===== src/hdl/owbm_pkg.sv =====
`default_nettype none
// ----------------------------------------------------------------------------
// owbm_pkg
// Shared types and constants of the single-wire bus master.
// ----------------------------------------------------------------------------
package owbm_pkg;

   localparam int BITS_PER_BYTE = 8;
   localparam int REG_WIDTH     = 16;
   localparam int NUM_REGS      = 8;
   localparam int REG_IDX_WIDTH = 3;

   localparam logic [1:0] MODE_TICK  = 2'd0;
   localparam logic [1:0] MODE_RESET = 2'd1;
   localparam logic [1:0] MODE_WRITE = 2'd2;
   localparam logic [1:0] MODE_READ  = 2'd3;

   localparam logic [REG_IDX_WIDTH-1:0] REG_RESET_LOW    = 3'd0;
   localparam logic [REG_IDX_WIDTH-1:0] REG_PRESENCE_SMP = 3'd1;
   localparam logic [REG_IDX_WIDTH-1:0] REG_RESET_TAIL   = 3'd2;
   localparam logic [REG_IDX_WIDTH-1:0] REG_WRITE_LEAD   = 3'd3;
   localparam logic [REG_IDX_WIDTH-1:0] REG_SLOT         = 3'd4;
   localparam logic [REG_IDX_WIDTH-1:0] REG_READ_LOW     = 3'd5;
   localparam logic [REG_IDX_WIDTH-1:0] REG_READ_SAMPLE  = 3'd6;
   localparam logic [REG_IDX_WIDTH-1:0] REG_RECOVERY     = 3'd7;

   localparam logic [REG_WIDTH-1:0] RST_RESET_LOW    = 16'd480;
   localparam logic [REG_WIDTH-1:0] RST_PRESENCE_SMP = 16'd70;
   localparam logic [REG_WIDTH-1:0] RST_RESET_TAIL   = 16'd410;
   localparam logic [REG_WIDTH-1:0] RST_WRITE_LEAD   = 16'd6;
   localparam logic [REG_WIDTH-1:0] RST_SLOT         = 16'd60;
   localparam logic [REG_WIDTH-1:0] RST_READ_LOW     = 16'd6;
   localparam logic [REG_WIDTH-1:0] RST_READ_SAMPLE  = 16'd9;
   localparam logic [REG_WIDTH-1:0] RST_RECOVERY     = 16'd10;

   localparam logic [BITS_PER_BYTE-1:0] LSB_MASK = 8'h01;
   localparam logic [BITS_PER_BYTE-1:0] MSB_BIT  = 8'h80;

   typedef enum logic [7:0] {
      PH_IDLE     = 8'b0000_0001,
      PH_RST_LOW  = 8'b0000_0010,
      PH_RST_WAIT = 8'b0000_0100,
      PH_RST_TAIL = 8'b0000_1000,
      PH_WR_SLOT  = 8'b0001_0000,
      PH_WR_REC   = 8'b0010_0000,
      PH_RD_SLOT  = 8'b0100_0000,
      PH_RD_REC   = 8'b1000_0000
   } phase_type;

   typedef struct packed {
      logic [REG_WIDTH-1:0] reset_low_ticks;
      logic [REG_WIDTH-1:0] presence_sample_ticks;
      logic [REG_WIDTH-1:0] reset_tail_ticks;
      logic [REG_WIDTH-1:0] write_lead_ticks;
      logic [REG_WIDTH-1:0] slot_ticks;
      logic [REG_WIDTH-1:0] read_low_ticks;
      logic [REG_WIDTH-1:0] read_sample_ticks;
      logic [REG_WIDTH-1:0] recovery_ticks;
   } cfg_type;

   typedef struct packed {
      logic [1:0]               mode;
      logic [BITS_PER_BYTE-1:0] tx_byte;
      logic                     line_level;
   } tick_type;

   typedef struct packed {
      logic                     drive_low;
      logic                     busy_res;
      logic                     done_res;
      logic                     presence;
      logic [BITS_PER_BYTE-1:0] rx_byte;
   } result_type;

endpackage
`default_nettype wire


===== src/hdl/owbm_csr.sv =====
`default_nettype none
// ----------------------------------------------------------------------------
// owbm_csr
// Timing registers of the bus master, written through a plain write port.
// ----------------------------------------------------------------------------
module owbm_csr (
   input  wire logic                                  clock,
   input  wire logic                                  reset,
   input  wire logic                                  csr_we,
   input  wire logic [owbm_pkg::REG_IDX_WIDTH-1:0]    csr_index,
   input  wire logic [owbm_pkg::REG_WIDTH-1:0]        csr_wdata,
   output owbm_pkg::cfg_type                          cfg
);

   owbm_pkg::cfg_type cfg_ff, cfg_in;

   always_comb begin
      cfg_in = cfg_ff;
      if (csr_we) begin
         unique case (csr_index)
            owbm_pkg::REG_RESET_LOW:    cfg_in.reset_low_ticks       = csr_wdata;
            owbm_pkg::REG_PRESENCE_SMP: cfg_in.presence_sample_ticks = csr_wdata;
            owbm_pkg::REG_RESET_TAIL:   cfg_in.reset_tail_ticks      = csr_wdata;
            owbm_pkg::REG_WRITE_LEAD:   cfg_in.write_lead_ticks      = csr_wdata;
            owbm_pkg::REG_SLOT:         cfg_in.slot_ticks            = csr_wdata;
            owbm_pkg::REG_READ_LOW:     cfg_in.read_low_ticks        = csr_wdata;
            owbm_pkg::REG_READ_SAMPLE:  cfg_in.read_sample_ticks     = csr_wdata;
            owbm_pkg::REG_RECOVERY:     cfg_in.recovery_ticks        = csr_wdata;
            default:                    cfg_in = cfg_ff;
         endcase
      end
   end

   always_ff @(posedge clock) begin
      if (reset) begin
         cfg_ff.reset_low_ticks       <= owbm_pkg::RST_RESET_LOW;
         cfg_ff.presence_sample_ticks <= owbm_pkg::RST_PRESENCE_SMP;
         cfg_ff.reset_tail_ticks      <= owbm_pkg::RST_RESET_TAIL;
         cfg_ff.write_lead_ticks      <= owbm_pkg::RST_WRITE_LEAD;
         cfg_ff.slot_ticks            <= owbm_pkg::RST_SLOT;
         cfg_ff.read_low_ticks        <= owbm_pkg::RST_READ_LOW;
         cfg_ff.read_sample_ticks     <= owbm_pkg::RST_READ_SAMPLE;
         cfg_ff.recovery_ticks        <= owbm_pkg::RST_RECOVERY;
      end else begin
         cfg_ff <= cfg_in;
      end
   end

   assign cfg = cfg_ff;

endmodule
`default_nettype wire


===== src/hdl/owbm_core.sv =====
`default_nettype none
// ----------------------------------------------------------------------------
// owbm_core
// Bus phase sequencer: advances phase, tick, bit and shift state one tick
// per step and forms the result word for that tick.
// ----------------------------------------------------------------------------
module owbm_core #(
   parameter int COUNTER_WIDTH = 16
) (
   input  wire logic          clock,
   input  wire logic          reset,
   input  wire logic          step,
   input  owbm_pkg::tick_type tick,
   input  owbm_pkg::cfg_type  cfg,
   output owbm_pkg::result_type res
);

   localparam int W  = COUNTER_WIDTH;
   localparam int CW = (COUNTER_WIDTH > owbm_pkg::REG_WIDTH) ? COUNTER_WIDTH
                                                             : owbm_pkg::REG_WIDTH;
   localparam int BW = $clog2(owbm_pkg::BITS_PER_BYTE);
   localparam logic [BW-1:0] LAST_BIT = BW'(owbm_pkg::BITS_PER_BYTE - 1);

   owbm_pkg::phase_type phase_ff, phase_in;
   logic [W-1:0]  tick_ff, tick_in;
   logic [BW-1:0] bit_ff, bit_in;
   logic [owbm_pkg::BITS_PER_BYTE-1:0] shift_ff, shift_in;
   logic          pres_ff, pres_in;
   logic [owbm_pkg::BITS_PER_BYTE-1:0] last_ff, last_in;

   function automatic logic [W-1:0] last_tick(input logic [owbm_pkg::REG_WIDTH-1:0] v);
      logic [owbm_pkg::REG_WIDTH-1:0] e;
      logic [CW-1:0] x;
      e = (v == '0) ? owbm_pkg::REG_WIDTH'(1) : v;
      x = CW'(e) - CW'(1);
      return x[W-1:0];
   endfunction

   owbm_pkg::phase_type ph, nxt;
   logic [W-1:0]  t, endt;
   logic [CW-1:0] lead, lowp, smp;
   logic          drive, done, busy;

   always_comb begin
      ph       = phase_ff;
      t        = tick_ff;
      bit_in   = bit_ff;
      shift_in = shift_ff;
      pres_in  = pres_ff;
      last_in  = last_ff;
      drive    = 1'b0;
      done     = 1'b0;
      endt     = '0;
      nxt      = owbm_pkg::PH_IDLE;
      lead     = CW'(cfg.write_lead_ticks == '0 ? owbm_pkg::REG_WIDTH'(1)
                                                : cfg.write_lead_ticks);
      lowp     = CW'(cfg.read_low_ticks == '0 ? owbm_pkg::REG_WIDTH'(1)
                                              : cfg.read_low_ticks);
      smp      = CW'(cfg.read_sample_ticks);

      if (phase_ff == owbm_pkg::PH_IDLE && tick.mode != owbm_pkg::MODE_TICK) begin
         t      = '0;
         bit_in = '0;
         unique case (tick.mode)
            owbm_pkg::MODE_RESET: ph = owbm_pkg::PH_RST_LOW;
            owbm_pkg::MODE_WRITE: begin
               ph       = owbm_pkg::PH_WR_SLOT;
               shift_in = tick.tx_byte;
            end
            default: begin
               ph       = owbm_pkg::PH_RD_SLOT;
               shift_in = '0;
            end
         endcase
      end
      busy = (ph != owbm_pkg::PH_IDLE);

      unique case (ph)
         owbm_pkg::PH_RST_LOW: begin
            drive = 1'b1;
            endt  = last_tick(cfg.reset_low_ticks);
            nxt   = owbm_pkg::PH_RST_WAIT;
         end
         owbm_pkg::PH_RST_WAIT: begin
            endt = last_tick(cfg.presence_sample_ticks);
            if (t == endt) pres_in = ~tick.line_level;
            nxt  = owbm_pkg::PH_RST_TAIL;
         end
         owbm_pkg::PH_RST_TAIL: begin
            endt = last_tick(cfg.reset_tail_ticks);
            nxt  = owbm_pkg::PH_IDLE;
         end
         owbm_pkg::PH_WR_SLOT: begin
            endt  = last_tick(cfg.slot_ticks);
            drive = (CW'(t) < lead) || ((shift_in & owbm_pkg::LSB_MASK) == '0);
            nxt   = owbm_pkg::PH_WR_REC;
         end
         owbm_pkg::PH_RD_SLOT: begin
            endt = last_tick(cfg.slot_ticks);
            if (smp > CW'(endt)) smp = CW'(endt);
            drive = (CW'(t) < lowp);
            if (t == smp[W-1:0])
               shift_in = (shift_in >> 1) | (tick.line_level ? owbm_pkg::MSB_BIT : '0);
            nxt  = owbm_pkg::PH_RD_REC;
         end
         owbm_pkg::PH_WR_REC, owbm_pkg::PH_RD_REC: begin
            endt = last_tick(cfg.recovery_ticks);
         end
         default: ;
      endcase

      phase_in = ph;
      tick_in  = t;
      if (ph != owbm_pkg::PH_IDLE) begin
         if (t == endt) begin
            tick_in = '0;
            if (ph == owbm_pkg::PH_WR_SLOT) shift_in = shift_in >> 1;
            if (ph == owbm_pkg::PH_WR_REC || ph == owbm_pkg::PH_RD_REC) begin
               if (bit_in == LAST_BIT) begin
                  if (ph == owbm_pkg::PH_RD_REC) last_in = shift_in;
                  nxt = owbm_pkg::PH_IDLE;
               end else begin
                  bit_in = bit_in + BW'(1);
                  nxt    = (ph == owbm_pkg::PH_WR_REC) ? owbm_pkg::PH_WR_SLOT
                                                       : owbm_pkg::PH_RD_SLOT;
               end
            end
            done     = (nxt == owbm_pkg::PH_IDLE);
            phase_in = nxt;
         end else begin
            tick_in = t + W'(1);
         end
      end

      res.drive_low = drive;
      res.busy_res  = busy;
      res.done_res  = done;
      res.presence  = pres_in;
      res.rx_byte   = last_in;
   end

   always_ff @(posedge clock) begin
      if (reset) begin
         phase_ff <= owbm_pkg::PH_IDLE;
         tick_ff  <= '0;
         bit_ff   <= '0;
         shift_ff <= '0;
         pres_ff  <= 1'b0;
         last_ff  <= '0;
      end else if (step) begin
         phase_ff <= phase_in;
         tick_ff  <= tick_in;
         bit_ff   <= bit_in;
         shift_ff <= shift_in;
         pres_ff  <= pres_in;
         last_ff  <= last_in;
      end
   end

   assert property (@(posedge clock) disable iff (reset) $onehot(phase_ff))
      else $error("phase register lost its one-hot code");
   assert property (@(posedge clock) disable iff (reset)
      !step |=> $stable(phase_ff) && $stable(tick_ff))
      else $error("sequencer moved without a step");

endmodule
`default_nettype wire


===== src/hdl/one_wire_bus_master_unit.sv =====
`default_nettype none
// ----------------------------------------------------------------------------
// one_wire_bus_master_unit
// Single-wire bus master timed in ticks: bus reset with presence detect,
// byte write and byte read, LSB first.
// ----------------------------------------------------------------------------
//  channel  direction  words            handshake
//  req_     in         one tick         tvalid / tready
//  rsp_     out        one tick result  tvalid / tready
//  csr_     in         register write   csr_we, no wait
//
//  One word in, one word out, one tick per clock sustained while rsp_tready stays high.
//  Each word passes the input register, then the sequencer and result register.
//  The sequencer steps only when the result register is free or being taken.
//  A stalled rsp_ side holds the input register; req_tready drops once both fill.
//  Synchronous reset restores the register defaults and an idle bus.
// ----------------------------------------------------------------------------
module one_wire_bus_master_unit #(
   parameter int COUNTER_WIDTH = 16
) (
   input  wire logic        clock,
   input  wire logic        reset,
   input  wire logic        req_tvalid,
   output      logic        req_tready,
   // [1:0] mode
   input  wire logic [1:0]  req_tuser,
   // [7:0] tx_byte, [8] line_level, [15:9] zero
   input  wire logic [15:0] req_tdata,
   output      logic        rsp_tvalid,
   input  wire logic        rsp_tready,
   // [0] drive_low, [1] busy_res, [2] done_res, [3] presence, [11:4] rx_byte,
   // [15:12] zero
   output      logic [15:0] rsp_tdata,
   input  wire logic        csr_we,
   input  wire logic [owbm_pkg::REG_IDX_WIDTH-1:0] csr_index,
   input  wire logic [owbm_pkg::REG_WIDTH-1:0]     csr_wdata
);

   owbm_pkg::cfg_type    cfg;
   owbm_pkg::tick_type   in_data_ff, in_data_in;
   owbm_pkg::result_type out_res_ff, step_res;
   logic in_vld_ff, in_vld_in;
   logic out_vld_ff, out_vld_in;
   logic advance, step, req_take;

   assign advance    = !out_vld_ff || rsp_tready;
   assign step       = in_vld_ff && advance;
   assign req_tready = !in_vld_ff || step;
   assign req_take   = req_tvalid && req_tready;

   always_comb begin
      in_data_in.mode       = req_tuser;
      in_data_in.tx_byte    = req_tdata[7:0];
      in_data_in.line_level = req_tdata[8];
      in_vld_in  = req_take ? 1'b1 : (step ? 1'b0 : in_vld_ff);
      out_vld_in = step ? 1'b1 : (rsp_tready ? 1'b0 : out_vld_ff);
   end

   owbm_csr u_csr (
      .clock     (clock),
      .reset     (reset),
      .csr_we    (csr_we),
      .csr_index (csr_index),
      .csr_wdata (csr_wdata),
      .cfg       (cfg)
   );

   owbm_core #(
      .COUNTER_WIDTH (COUNTER_WIDTH)
   ) u_core (
      .clock (clock),
      .reset (reset),
      .step  (step),
      .tick  (in_data_ff),
      .cfg   (cfg),
      .res   (step_res)
   );

   always_ff @(posedge clock) begin
      if (reset) begin
         in_vld_ff  <= 1'b0;
         out_vld_ff <= 1'b0;
      end else begin
         in_vld_ff  <= in_vld_in;
         out_vld_ff <= out_vld_in;
      end
   end

   always_ff @(posedge clock) begin
      if (req_take) in_data_ff <= in_data_in;
      if (step)     out_res_ff <= step_res;
   end

   assign rsp_tvalid = out_vld_ff;
   assign rsp_tdata  = {4'b0, out_res_ff.rx_byte, out_res_ff.presence,
                        out_res_ff.done_res, out_res_ff.busy_res, out_res_ff.drive_low};

   assert property (@(posedge clock) disable iff (reset)
      rsp_tvalid && rsp_tdata[2] |-> rsp_tdata[1])
      else $error("done without busy");
   assert property (@(posedge clock) disable iff (reset)
      !in_vld_ff |-> req_tready)
      else $error("empty input register refused a word");
   assert property (@(posedge clock) disable iff (reset)
      in_vld_ff && !out_vld_ff |=> out_vld_ff)
      else $error("pending word did not reach the result register");

endmodule
`default_nettype wire

===== config.mk =====
export PLATFORM = sky130hd
export DESIGN_NAME = one_wire_bus_master_unit
export DESIGN_NICKNAME = d
export VERILOG_FILES = /design/src/hdl/owbm_pkg.sv /design/src/hdl/owbm_csr.sv /design/src/hdl/owbm_core.sv /design/src/hdl/one_wire_bus_master_unit.sv
export SDC_FILE = /design/constraint.sdc
export NUM_CORES = 1
export LEC_CHECK = 0
export ABC_AREA = 1
export BUFFER_PORTS_ARGS = -buffer_cell sky130_fd_sc_hd__buf_2
export CELL_PAD_IN_SITES_DETAIL_PLACEMENT = 1
export CELL_PAD_IN_SITES_GLOBAL_PLACEMENT = 2
export CORE_ASPECT_RATIO = 1.5
export CORE_MARGIN = 3
export CORE_UTILIZATION = 35
export DETAILED_ROUTE_END_ITERATION = 10
export PLACE_DENSITY_LB_ADDON = 0.12
export SKIP_LAST_GASP = 1
export SLEW_MARGIN = 10
export SYNTH_ARGS = -nofsm -noshare
export SYNTH_HDL_FRONTEND = slang
export SYNTH_SLANG_ARGS = --single-unit

===== constraint.sdc =====
create_clock -name clock -period 5.1 [get_ports clock]
set_clock_uncertainty 0.2 [all_clocks]
set_input_delay 1.02 -clock clock [delete_from_list [all_inputs] [get_ports clock]]
set_output_delay 1.02 -clock clock [all_outputs]
set_load 0.01 [all_outputs]

==> metrics.md, run 1 <==
| Metric | Value |
|---|---|
| Crit start category | register |
| WL met3 | 873 µm |
| Critical Path End Type | register |
| Slew HR | 0.403 |
| Top Layer Used | met4 |
| First drt pass iteration count | 5 |
| Pin count of the biggest net entering global routing | 90 |
| Fin nets | 2049 |
| Most common cell after layout, fill and taps aside | nand2_1 |
| Global-route wire length before repair | 75.8 mm |
| Setup WS post-layout | 0.385 ns |
| Skew-Pair Late Insertion Delay | 0.47 ns |
| Worst Path Buf+Inv | 6 |
| CP max FO | 9 |
| Final non-filler cell area | 0.0142 mm² |
| Dpl ws | 0.0157 ns |
| WP data required | 5.12 ns |
| H-Tree Depth | 4 |
| Share of post-route cells with drive strength above 1 | 0.115 |
| VDD IR max | 0.183 mV |
| Worst R2R End | rsp_tdata[7] |
| Count of final setup violators | 0 |
| Total global routing overflow | 0 |
| Final hold viol count | 0 |
| DP Area | 0.0134 mm² |
| Worst endpoint data arrival time | 4.74 ns |
| CP max stage delay | 0.34 ns |
| Post-synth EDFFs | 23 |
| Cell taking the most area after synthesis | dfxtp_1 |
| GRT Total Usage | 0.260 |
| Reg2reg start | u_csr.cfg[56] |
| Slowest-stage cell, CP | dfxtp_1 |
| M1 WL | 19.6 mm |
| Cell variety after synth | 49 |
| # fillers | 4550 |
| Vias in the first global route | 13100 |
| Hold EP | u_csr.cfg[64] |
| Port-buffer cells | 48 |
| Placed cell count | 2396 |
| F_max | 212 MHz |
| TritonCTS Sinks | 197 |
| Worst-Margin Slew | 0.893 ns |
| ANT cells | 0 |
| Die Y | 237 µm |
| Die W | 160 µm |
| Initial DRC count | 697 |
| Wire length on met2 | 26.7 mm |
| Final min period | 4.72 ns |
| Static leakage | 6.61 nW |
| Yosys warns | 0 |
| Combinational power share | 0.421 |
| Flop pwr share | 0.323 |
| Outcome | finished clean |
| Hold WC Path Type | reg2reg |
| Async set or reset register ratio after synthesis | 0 |
| R2R Setup Slk | 0.38 ns |
| Die area | 0.0378 mm² |
| Root Driver | clkbuf_16 |
| Setup_tns | 0 ns |
| Switching share of power | 0.427 |
| Syn Area/Cell | 6.58 µm² |
| Most frequent cell on the critical path | nand2_1 |
| Via/cell ratio | 5.27 |
| Clock transition at the registers of the reported paths | 0.08 ns |
| Worst hold path cell count | 2 |
| Bufs on Longest Clock Path | 2 |
| PwrDens | 374 mW/mm² |
| Synthesis-to-finish area growth | 14.1% |
| Mapped Cells | 1888 |
| Mapped cell area | 0.0124 mm² |
| Cts bufs inserted | 17 |
| Io pins | 60 |
| Seq cells post-synth | 197 |
| WL/cell | 20.3 µm |
| Most frequent cells in the layout | nand2_1 (426), nor2_1 (245), inv_1 (212) |
| Reg2reg path depth | 37 |
| Hold Path Origin | u_csr.cfg[64] |
| Vias post-DR | 12800 |
| Post-route ant nets | 0 |
| Final non-filler cell total | 2434 |
| Residual DRC | 0 |
| Post-CTS Hold Buffers | 0 |
| Routability Congestion | 0.896 |
| Max-cap violations | 0 |
| Antenna violations before repair | 0 |
| Crit path max-delay family | simple AND/OR/NAND/NOR gates |
| Post-DP HPWL | 38.2 mm |
| WS Path Type | reg2reg |
| CTS tree | yes |
| Sequential fraction of the synthesis area | 0.336 |
| # rows | 83 |
| Clock power share | 0.255 |
| Core region area | 0.0346 mm² |
| Net Sw Power | 2.26 mW |
| Slew Viols, Final | 0 |
| Prevailing post-synth register cell | dfxtp_1 |
| Top post-synthesis cells by area | dfxtp_1 (28%), nand2_1 (13%), nor2_1 (7.5%) |
| DRT Wirelength | 49.4 mm |
| Area share of the largest cell type after synthesis | 0.281 |
| Post-route clock period utilization | 0.925 |
| Internal power | 3.04 mW |
| Initial Utilization | 0.359 |
power groups by stage:
stage                     combinational [mW]  clock (mW)  sequential, mW
after floorplan                         1.41           0            1.74
after detailed placement                2.10           0            1.75
after CTS                               2.11        1.39            1.71
after global routing                    2.48        1.45            1.73
final                                   2.24        1.35            1.72
after global placement                  2.07           0            1.75
per-layer routing:
layer | track usage | up-vias
li1 | - | 6316
met1 | 0.287 | 6232
met2 | 0.498 | 186
met3 | 0.0271 | 84
met4 | 0.118 | 0
met5 | 0 | -
registers in the layout (all words and copies together), names as in the netlist:
register,cells
u_core.bit_ff,3
in_vld_ff,1
u_core.shift_ff,8
rsp_tdata,12
u_csr.cfg,128
u_core.last_ff,8
u_core.tick_ff,16
u_core.phase_ff,8
in_data_ff,11
rsp_tvalid,1
u_core.pres_ff,1
worst min-delay path, stage by stage, from the launching register on:
cell	delay (ns)
dfxtp_1	0.30
inv_1	0.06
a21oi_1	0.05
how the worst max path moves through the flow:
stage | startpoint | end | slack (ns) | depth (start not counted)
final | u_csr.cfg[56] | rsp_tdata[7] | 0.38 | 37
after global routing | u_csr.cfg[56] | u_core.last_ff[6] | -0.01 | 38
after CTS | u_csr.cfg[54] | u_core.last_ff[1] | 0.05 | 38
after detailed placement | in_data_ff[9] | u_core.phase_ff[2] | 0.02 | 29
after global placement | in_data_ff[9] | u_core.phase_ff[2] | 0.17 | 29
after floorplan | u_csr.cfg[50] | u_core.last_ff[1] | 0.68 | 35
final cells by class:
cell class                 count  area [µm²]  share of cell area
multi-input combinational   1396        7230               0.510
sequential                   197        4190               0.295
inverter                     229         863              0.0609
clock buffer                  20         457              0.0322
timing repair buffer         113         736              0.0519
clock inverter                12         115             0.00813
tap                          467         584              0.0412
cell usage after synthesis, types with 14 or more instances:
master / n
nand2_1: 434
nor2_1: 249
inv_1: 214
dfxtp_1: 174
nand3_1: 157
o21ai_0: 151
a21oi_1: 127
ha_1: 53
clkbuf_1: 45
nand4_1: 35
xor2_1: 31
edfxtp_1: 23
nor3_1: 23
o211ai_1: 21
nor4_1: 18
nor2_2: 14
per-stage QoR:
stage,power [mW],utilization,hold WS (ns)
floorplan,3.15,-,0.229
global placement,3.82,0.387,0.244
finish,5.30,0.410,0.257
detailed placement,3.85,0.387,0.248
CTS,5.22,0.403,0.260
global route,5.66,0.410,0.288
timing repair:
item                                    in CTS  in global routing
gates resized for setup                      1                 47
endpoints found under the setup margin       1                 42
gates cloned                                 0                  0
pin swaps                                    0                 17
buffers inserted                             0                  6
kinds of logic after synthesis:
kind of cell    count (synthesis)  share of synthesized area
simple gates                  967                      0.343
compound gates                332                      0.143
buf+inv                       298                     0.0957
flops                         197                      0.336
fa+ha+maj                      53                     0.0534
xor+xnor                       39                     0.0275
other cells                     1                   0.000302
mux                             1                   0.000806
Power figures use the tool's default switching activity.
==> run 2, diff against run 1 <==
--- a/config.mk
+++ b/config.mk
@@ -7,11 +7,11 @@
 export LEC_CHECK = 0
 export ABC_AREA = 1
-export BUFFER_PORTS_ARGS = -buffer_cell sky130_fd_sc_hd__buf_2
 export CELL_PAD_IN_SITES_DETAIL_PLACEMENT = 1
 export CELL_PAD_IN_SITES_GLOBAL_PLACEMENT = 2
 export CORE_ASPECT_RATIO = 1.5
 export CORE_MARGIN = 3
-export CORE_UTILIZATION = 35
+export CORE_UTILIZATION = 36
 export DETAILED_ROUTE_END_ITERATION = 10
+export DONT_BUFFER_PORTS = 1
 export PLACE_DENSITY_LB_ADDON = 0.12
 export SKIP_LAST_GASP = 1
--- a/constraint.sdc
+++ b/constraint.sdc
@@ -3,3 +3,3 @@
 set_input_delay 1.02 -clock clock [delete_from_list [all_inputs] [get_ports clock]]
 set_output_delay 1.02 -clock clock [all_outputs]
-set_load 0.01 [all_outputs]
+set_load 0.005 [all_outputs]
==> run 2 against run 1 <==
  * Maximum frequency down 1.3%
  * Utilization is 0.051 points higher
  * Worst hold slack better by 0.0031 ns
  * Critical path type unchanged
  * Non-clock buffer count down 52
  * Clock power up 3%
  * Sequential share of layout area grew 0.61 points
  * Critical endpoint is now rsp_tdata[5]
  * Global-route usage is 0.095 points lower
==> metrics.md, run 2 (synthesized netlist as in run 1, its figures left out) <==
| Metric | Value |
|---|---|
| Outcome | finished clean |
| Final hold viol count | 0 |
| Synthesis-to-finish area growth | 11.5% |
| Skew-Pair Late Insertion Delay | 0.47 ns |
| Max FFs per register | 128 |
| WL/cell | 20.3 µm |
| Bufs on Longest Clock Path | 2 |
| VDD IR max | 0.185 mV |
| Post-DP HPWL | 36.1 mm |
| DP Area | 0.0131 mm² |
| Share of post-route cells with drive strength above 1 | 0.0961 |
| Vias post-DR | 12600 |
| Die Y | 233 µm |
| WP data required | 5.13 ns |
| Port-buffer cells | 0 |
| F_max | 209 MHz |
| CP max stage delay | 0.41 ns |
| Post-CTS Hold Buffers | 0 |
| RSZ-0062 raised after global routing | yes |
| Antenna violations before repair | 3 |
| Initial DRC count | 601 |
| Root Driver | clkbuf_16 |
| Slew HR | 0.375 |
| ANT cells | 0 |
| Final core utilization | 0.410 |
| Most frequent cell on the critical path | nand2_1 |
| Cts bufs inserted | 17 |
| First drt pass iteration count | 4 |
| Fin nets | 1997 |
| Setup_tns | 0 ns |
| CP max FO | 20 |
| Most frequent cells in the layout | nand2_1 (419), nor2_1 (239), inv_1 (212) |
| PwrDens | 376 mW/mm² |
| Slowest-stage cell, CP | dfxtp_1 |
| WS Path Type | reg2reg |
| Routability Congestion | 0.988 |
| Die W | 158 µm |
| Worst endpoint data arrival time | 4.81 ns |
| Core region area | 0.0338 mm² |
| Die area | 0.0368 mm² |
| Crit start category | register |
| Clock transition at the registers of the reported paths | 0.08 ns |
| Most common cell after layout, fill and taps aside | nand2_1 |
| Final non-filler cell total | 2335 |
| Io pins | 60 |
| Hold WC Path Type | reg2reg |
| Vias in the first global route | 12500 |
| Post-route clock period utilization | 0.937 |
| Post-route ant nets | 0 |
| Placed cell count | 2298 |
| Total global routing overflow | 0 |
| Residual DRC | 0 |
| Static leakage | 6.41 nW |
| Max-cap violations | 0 |
| Count of final setup violators | 0 |
| Global-route wire length before repair | 72.1 mm |
| Initial Utilization | 0.368 |
| # rows | 82 |
| H-Tree Depth | 4 |
| Critical Path End Type | register |
| Final Total Pwr | 5.21 mW |
| TritonCTS Sinks | 197 |
| Via/cell ratio | 5.40 |
| Slew Viols, Final | 0 |
| Final non-filler cell area | 0.0138 mm² |
| Pin count of the biggest net entering global routing | 92 |
| Final min period | 4.78 ns |
| GRT Total Usage | 0.259 |
| Worst-Margin Slew | 0.934 ns |
| CTS tree | yes |
| DRT Wirelength | 47.4 mm |
==> run 2: changes by cell type in the layout (fill, tap and decap cells not counted), moves of 6 or more <==
cell,before,now
buf_2,48,1
nor2_2,10,20
buf_4,63,55
nand2_1,426,419
nand2_2,11,18
dfxtp_1,167,173
nor2_1,245,239
==> run 2: per-layer routing <==
| metal | global-route usage | part of all wire | wire length, µm |
|---|---|---|---|
| met1 | 0.304 | 0.41 | 19500 |
| met2 | 0.464 | 0.51 | 24300 |
| met3 | 0.0313 | 0.029 | 1380 |
| met4 | 0.123 | 0.048 | 2290 |
| met5 | 0 | 0 | 0 |
==> run 2: where the power goes <==
group          switching [mW]  internal, mW
combinational            1.47         0.637
clock                   0.692         0.700
sequential             0.0549          1.66
total                    2.21          3.00
==> run 2: repair_timing <==
| action | 4_1_cts | 5_1_grt |
|---|---|---|
| setup endpoints to repair | 2 | 47 |
| resized for setup | 2 | 47 |
| gates cloned | 0 | 1 |
| buffers inserted | 0 | 4 |
| pin swaps | 0 | 14 |
==> run 2: area by class of cell <==
| class | count | area (µm²) |
|---|---|---|
| fillers | 4418 | 19900 |
| clock inverters | 14 | 135 |
| clock buffers | 18 | 439 |
| multi-input cells | 1396 | 7210 |
| well taps | 420 | 526 |
| inverters | 229 | 863 |
| flip-flops and latches | 197 | 4180 |
| repair buffers | 61 | 492 |
==> run 2: through the flow <==
step / hold slack, ns / setup slack [ns]
floorplan: 0.229 / 0.684
global placement: 0.246 / 0.103
detailed placement: 0.250 / -0.0297
CTS: 0.261 / 0.0550
global route: 0.282 / -0.0832
finish: 0.260 / 0.321
==> run 2: path summary, 6_finish.rpt <==
kind | start | end | slack [ns] | depth (start not counted)
max | u_csr.cfg[57] | rsp_tdata[5] | 0.32 | 34
min | u_csr.cfg[64] | u_csr.cfg[64] | 0.26 | 2
max reg2reg | u_csr.cfg[57] | rsp_tdata[5] | 0.32 | 34
min reg2reg | u_csr.cfg[64] | u_csr.cfg[64] | 0.26 | 2
==> run 2: worst max-delay path: cells and delay by family, from the launching register on <==
kind / cells / cell delay (ns)
adder cells (fa/ha/maj): 2 / 0.47
buffers and inverters: 5 / 0.59
XOR/XNOR: 1 / 0.24
AND/OR/NAND/NOR: 24 / 2.32
flip-flops: 1 / 0.41
AO/OA/AOI/OAI: 2 / 0.32
